## config.mk

```make
export PLATFORM = sky130hd
export DESIGN_NAME = mi3_merge
export DESIGN_NICKNAME = d
export VERILOG_FILES = /design/src/mi3_pkg.sv /design/src/mi3_merge.sv
export SDC_FILE = /design/constraint.sdc
export NUM_CORES = 1
export LEC_CHECK = 0
export BUFFER_PORTS_ARGS = -buffer_cell sky130_fd_sc_hd__buf_2
export CAP_MARGIN = 20
export CORE_AREA = 2 2 254 256
export CTS_CLUSTER_SIZE = 8
export DETAILED_ROUTE_END_ITERATION = 12
export DIE_AREA = 0 0 256 258
export GPL_TIMING_DRIVEN = 0
export PLACE_DENSITY = 0.75
export SYNTH_ARGS = -nofsm -noshare
export SYNTH_HDL_FRONTEND = slang
export SYNTH_SLANG_ARGS = --single-unit
```

## constraint.sdc

```tcl
create_clock -name clk_i -period 2.6 [get_ports clk_i]
set_clock_uncertainty 0.2 [all_clocks]
set_input_delay 0.26 -clock clk_i [delete_from_list [all_inputs] [get_ports clk_i]]
set_output_delay 0.26 -clock clk_i [all_outputs]
set_load 0.02 [all_outputs]
```

## src/mi3_pkg.sv

```systemverilog
// ----------------------------------------------------------------------------
// Matrix inverse package
// Widths and payload types shared by all modules, and the saturation helper.
// ----------------------------------------------------------------------------
package mi3_pkg;

  localparam int unsigned ELEM_WIDTH   = 32;
  localparam int unsigned FRAC_BITS    = 24;
  localparam int unsigned THR_WIDTH    = 31;
  localparam logic [THR_WIDTH-1:0] THR_RESET = 31'd17;

  localparam int unsigned LANES        = 9;
  localparam int unsigned PROD_WIDTH   = 2 * ELEM_WIDTH;
  localparam int unsigned COF_WIDTH    = PROD_WIDTH + 1;
  localparam int unsigned DET_WIDTH    = 3 * ELEM_WIDTH + 3;
  localparam int unsigned DMAG_WIDTH   = DET_WIDTH - 1;
  localparam int unsigned QUO_WIDTH    = ELEM_WIDTH;

  localparam int unsigned FRONT_STAGES = 8;
  localparam int unsigned LANE_LAT     = QUO_WIDTH + 3;
  localparam int unsigned TOTAL_LAT    = FRONT_STAGES + LANE_LAT + 1;

  typedef logic signed [ELEM_WIDTH-1:0] elem_t;
  typedef logic [DMAG_WIDTH-1:0]        dmag_t;

  typedef struct packed {
    elem_t a00;
    elem_t a01;
    elem_t a02;
    elem_t a10;
    elem_t a11;
    elem_t a12;
    elem_t a20;
    elem_t a21;
    elem_t a22;
  } in_t;

  typedef struct packed {
    elem_t inv00;
    elem_t inv01;
    elem_t inv02;
    elem_t inv10;
    elem_t inv11;
    elem_t inv12;
    elem_t inv20;
    elem_t inv21;
    elem_t inv22;
    elem_t det_value;
    logic  singular;
  } out_t;

  // Cofactor magnitude and the sign of the quotient it produces.
  typedef struct packed {
    logic                  neg;
    logic [PROD_WIDTH-1:0] mag;
  } lane_in_t;

  // Per-matrix information that bypasses the division lanes.
  typedef struct packed {
    logic  valid;
    logic  singular;
    elem_t det_value;
  } side_t;

  // Clamp a magnitude to the signed element range and apply the sign.
  function automatic elem_t sat_elem(input logic [ELEM_WIDTH:0] mag, input logic neg);
    logic [ELEM_WIDTH:0] lim;
    logic [ELEM_WIDTH:0] m;
    logic [ELEM_WIDTH:0] r;
    lim = {2'b01, {(ELEM_WIDTH-1){1'b0}}} - {{ELEM_WIDTH{1'b0}}, ~neg};
    m   = (mag > lim) ? lim : mag;
    r   = neg ? (~m + 1'b1) : m;
    return r[ELEM_WIDTH-1:0];
  endfunction

endpackage

```

## src/mi3_merge.sv

```systemverilog
// ----------------------------------------------------------------------------
// Matrix inverse merge stage
// Aligns the determinant and singular flag with the lane quotients.
// ----------------------------------------------------------------------------
module mi3_merge (
  input  logic           clk_i,
  input  logic           rst_ni,
  input  mi3_pkg::side_t side_i,
  input  mi3_pkg::elem_t quo_i [mi3_pkg::LANES],
  output logic           result_valid_o,
  output mi3_pkg::out_t  result_o
);

  localparam int unsigned L = mi3_pkg::LANE_LAT;

  logic [L-1:0]   vld_q;
  logic           sing_q [L];
  mi3_pkg::elem_t det_q [L];
  logic           sing;
  logic           out_vld_q;
  mi3_pkg::out_t  out_d;
  mi3_pkg::out_t  out_q;

  always_ff @(posedge clk_i or negedge rst_ni) begin
    if (!rst_ni) begin
      vld_q     <= '0;
      out_vld_q <= 1'b0;
    end else begin
      vld_q     <= {vld_q[L-2:0], side_i.valid};
      out_vld_q <= vld_q[L-1];
    end
  end

  always_ff @(posedge clk_i) begin
    sing_q[0] <= side_i.singular;
    det_q[0]  <= side_i.det_value;
    for (int i = 1; i < L; i++) begin
      sing_q[i] <= sing_q[i-1];
      det_q[i]  <= det_q[i-1];
    end
    out_q <= out_d;
  end

  // A singular matrix reports a zero inverse but keeps its determinant.
  always_comb begin
    sing            = sing_q[L-1];
    out_d.inv00     = sing ? '0 : quo_i[0];
    out_d.inv01     = sing ? '0 : quo_i[1];
    out_d.inv02     = sing ? '0 : quo_i[2];
    out_d.inv10     = sing ? '0 : quo_i[3];
    out_d.inv11     = sing ? '0 : quo_i[4];
    out_d.inv12     = sing ? '0 : quo_i[5];
    out_d.inv20     = sing ? '0 : quo_i[6];
    out_d.inv21     = sing ? '0 : quo_i[7];
    out_d.inv22     = sing ? '0 : quo_i[8];
    out_d.det_value = det_q[L-1];
    out_d.singular  = sing;
  end

  assign result_valid_o = out_vld_q;
  assign result_o       = out_q;

endmodule

```

---- Word level (Yosys, flattened, before mapping) ----
Memory sizes are Yosys's and may differ from the RTL's. A register that Yosys moved wholly into a read port is not among the register bits.
Cells that the tools add are included.
word-level totals
  register bits after elaboration ......... 325
  memory bits (writable) .................. 1155
  bits of input ports ..................... 324
  output and inout bits ................... 322
  logic and storage cells ................. 14
  memories ................................ 2
memory list
  name    depth  width  read ports  clocked after memory_dff  write ports  line             RTL
  det_q   35     32     35          1                         35           mi3_merge.sv:18  mi3_pkg::elem_t det_q [L];
  sing_q  35     1      35          0                         35           mi3_merge.sv:17  logic sing_q [L];

---- Logic depth before layout (Yosys ltp) ----
  word-level depth ........................ 0
  mapped depth ............................ 4
  mapped depth without buffers ............ 1

---- Worst setup path after synthesis ----
Ideal clock, no wire load.
  path type ............................... register -> register
  from .................................... memory sing_q[34]
  to ...................................... register out_q (netlist bit result_o[100])
  arrival ................................. 766 ps
  required time ........................... 2286 ps
  setup slack ............................. 1520 ps
  cell stages (with the launch flop) ...... 5
  buffers on the path ..................... 3
  clock period less this slack ............ 1080 ps
  cells stage by stage .................... dfxtp_1 -> buf_4 -> buf_6 -> buf_6 -> nor2b_1
RTL lines
  item                    line             RTL
  start: declaration      mi3_merge.sv:17
  end signal: assignment  mi3_merge.sv:41  out_q <= out_d;
  end: declaration        mi3_merge.sv:22  mi3_pkg::out_t out_q;

---- Worst setup path after layout ----
  from .................................... register out_q (netlist bit result_o[118])
  to ...................................... output result_o[118] (netlist bit)
RTL lines
  item              line             RTL
  end: declaration  mi3_merge.sv:11  output mi3_pkg::out_t result_o
No word-level cell between the ends.

==> results.json <==
{
  "grt.total_usage_pct": 18.5,
  "die_y_um": 258,
  "syn_to_final_growth_pct": 41.3,
  "fin_cells": 3939,
  "synth-seq-cells": 1512,
  "vias": 16800,
  "drt-pass1-iter-count": 5,
  "place_congestion": 1.02,
  "htree_levels": 4,
  "path_buf_inv": 1,
  "leakage_nw": 20.6,
  "worstPathRequired_ps": 2140,
  "postCtsSetupRepairBufs": 0,
  "whs_endpoint": "result_o[138]",
  "path_cells": "buf_2",
  "clk_latency_ps": 720,
  "timing.fmax_mhz": 568,
  "ys_seq_area_share_pct": 93.5,
  "post-dp-hpwl_um": 31700,
  "syn_inst": 1832,
  "startpoint_type": "flip-flop",
  "irDropWorstVdd_uv": 740,
  "cts_buffer_depth": 3,
  "yosys_warnings": 0,
  "cts_root_buffer": "clkbuf_16",
  "cp_slowest_cell": "dfxtp_1",
  "fin_crit_sh_pct": 67.7,
  "port-buffer-count": 645,
  "power_mw": 49.1,
  "drive_gt1_share_pct": 29.4,
  "cp_data_arrival_time_ps": 1300,
  "rrSetupSlack_ps": 1140,
  "hp-class": "input pin to flip-flop",
  "ios": 646,
  "nets": 3369,
  "tightest_slew_ps": 295,
  "power_density_nw_per_um2": 1070,
  "drc": 0,
  "crit_family": "flip-flops",
  "start_util_pct": 51.2,
  "synth_nets": 2156,
  "dieArea_um2": 66000,
  "max_stage_delay_ps": 380,
  "grt_max_degree": 37,
  "cts_buffers": 207,
  "maxSlewViolCount": 0,
  "placement_rows": 93,
  "slew_headroom_pct": 80.3,
  "coreArea_um2": 63600,
  "grt_pass1_wl_um": 94000,
  "wire_per_inst_um": 15.5,
  "drv_cap": 0,
  "drtAntennaViolNets": 0,
  "hold_start": "quo_i[105]",
  "grt_overflow_total": 0,
  "finalSetupTns_ps": 0,
  "syn-cell-area_um2": 32600,
  "grt_pass1_vias": 18400,
  "r2r_start": "sing_q[34]",
  "critPathCaptureType": "output port",
  "grt_setup_unrepaired": "no",
  "reg2reg_depth": 4,
  "synthDistinctLibCells": 6,
  "post-route-min-period_ps": 1760,
  "critPathMaxFanout": 1,
  "die_width_um": 256,
  "cts_tree": "done",
  "r2r-end": "result_o[241]",
  "placed_cells": 3332,
  "critical_path_class": "flip-flop to output port",
  "antenna_found_initial": 11,
  "status": "finished clean",
  "wl_um": 61200,
  "cts_sinks": 1512,
  "setup_viol": 0,
  "drt_iter0_drc": 769,
  "hold_violations": 0,
  "min_path_cells": 3,
  "viasPerCell": 4.25,
  "syn_area_per_cell_um2": 17.8,
  "clkTransAtPathRegs_ps": 50
}
[layer usage]
metal	wire length, um	vias up	part of all wire [%]	global-route usage (%)
met5	0	-	0	0
met2	29600	717	48	29.7
li1	-	7981	-	-
met3	4660	280	7.6	7.98
met1	23600	7778	39	19.8
met4	3320	0	5.4	13.1
[worst max path at each step]
stage                  startpoint             to  slack, ps  cells after the start
CTS                  result_o[87]   result_o[87]        790                      1
global route         result_o[87]   result_o[87]        760                      1
global placement       sing_q[34]  result_o[241]       1220                      4
finish              result_o[118]  result_o[118]        840                      1
floorplan              sing_q[34]  result_o[100]       1520                      4
detailed placement     sing_q[34]  result_o[239]       1190                      4
[placed cells by master (no fill, tap or decap), drive strengths merged]
cell and count:
dfxtp 1476, buf 678, dlygate4sd3 358, nor2b 288, clkbuf 218, dfrtp 36, diode 15, clkinv 9
inv 6
[area by class of cell]
| cell class | instances | area (um2) |
|---|---|---|
| clock inverter | 15 | 272 |
| sequential | 1512 | 30400 |
| fill | 3753 | 17600 |
| multi-input combinational | 288 | 1800 |
| timing repair buffer | 1004 | 6830 |
| antenna | 15 | 37.5 |
| clock buffer | 218 | 5240 |
| buffer | 32 | 319 |
| tap | 855 | 1070 |
[kinds of logic after synthesis]
kind of cell  Yosys count  synth area share [%]
buf+inv                32                 0.980
flops                1512                  93.5
simple gates          288                  5.53
[what timing repair did]
item                      4_1_cts  5_1_grt
hold buffers                  359        0
resized for setup               0        0
hold endpoints to repair      358        0
[worst register-to-register path, stage by stage (launching register included)]
cell	delay, ps
dfxtp_1	320
buf_4	230
buf_6	280
buf_6	220
nor2b_1	80
[registers in the layout, indices dropped and copies added (netlist names)]
name            flops
det_q            1120
result_o          321
vld_q              35
result_valid_o      1
sing_q             35
[synth_stat cells]
cell     instances  area share (%)
buf_6           25            0.86
buf_4            1           0.023
nor2b_1        288             5.5
dfxtp_1       1476              91
buf_2            6           0.092
dfrtp_1         36             2.8
[per-stage QoR]
step / setup slack, ps / util [%] / area (um2) / hold WS, ps
floorplan: 1520 / - / 32600 / -236
global placement: 1220 / 57.9 / 36900 / 109
detailed placement: 1190 / 57.9 / 36900 / 112
CTS: 788 / 72.2 / 46000 / 13.4
global route: 762 / 72.3 / 46000 / 46.4
finish: 840 / 72.3 / 46000 / 85.3
[power breakdown]
part           internal (mW)  switching [mW]
logic                  0.851           0.867
clock network           14.0            8.60
registers               24.5           0.272
No activity file was read; power rests on OpenSTA's default activity.
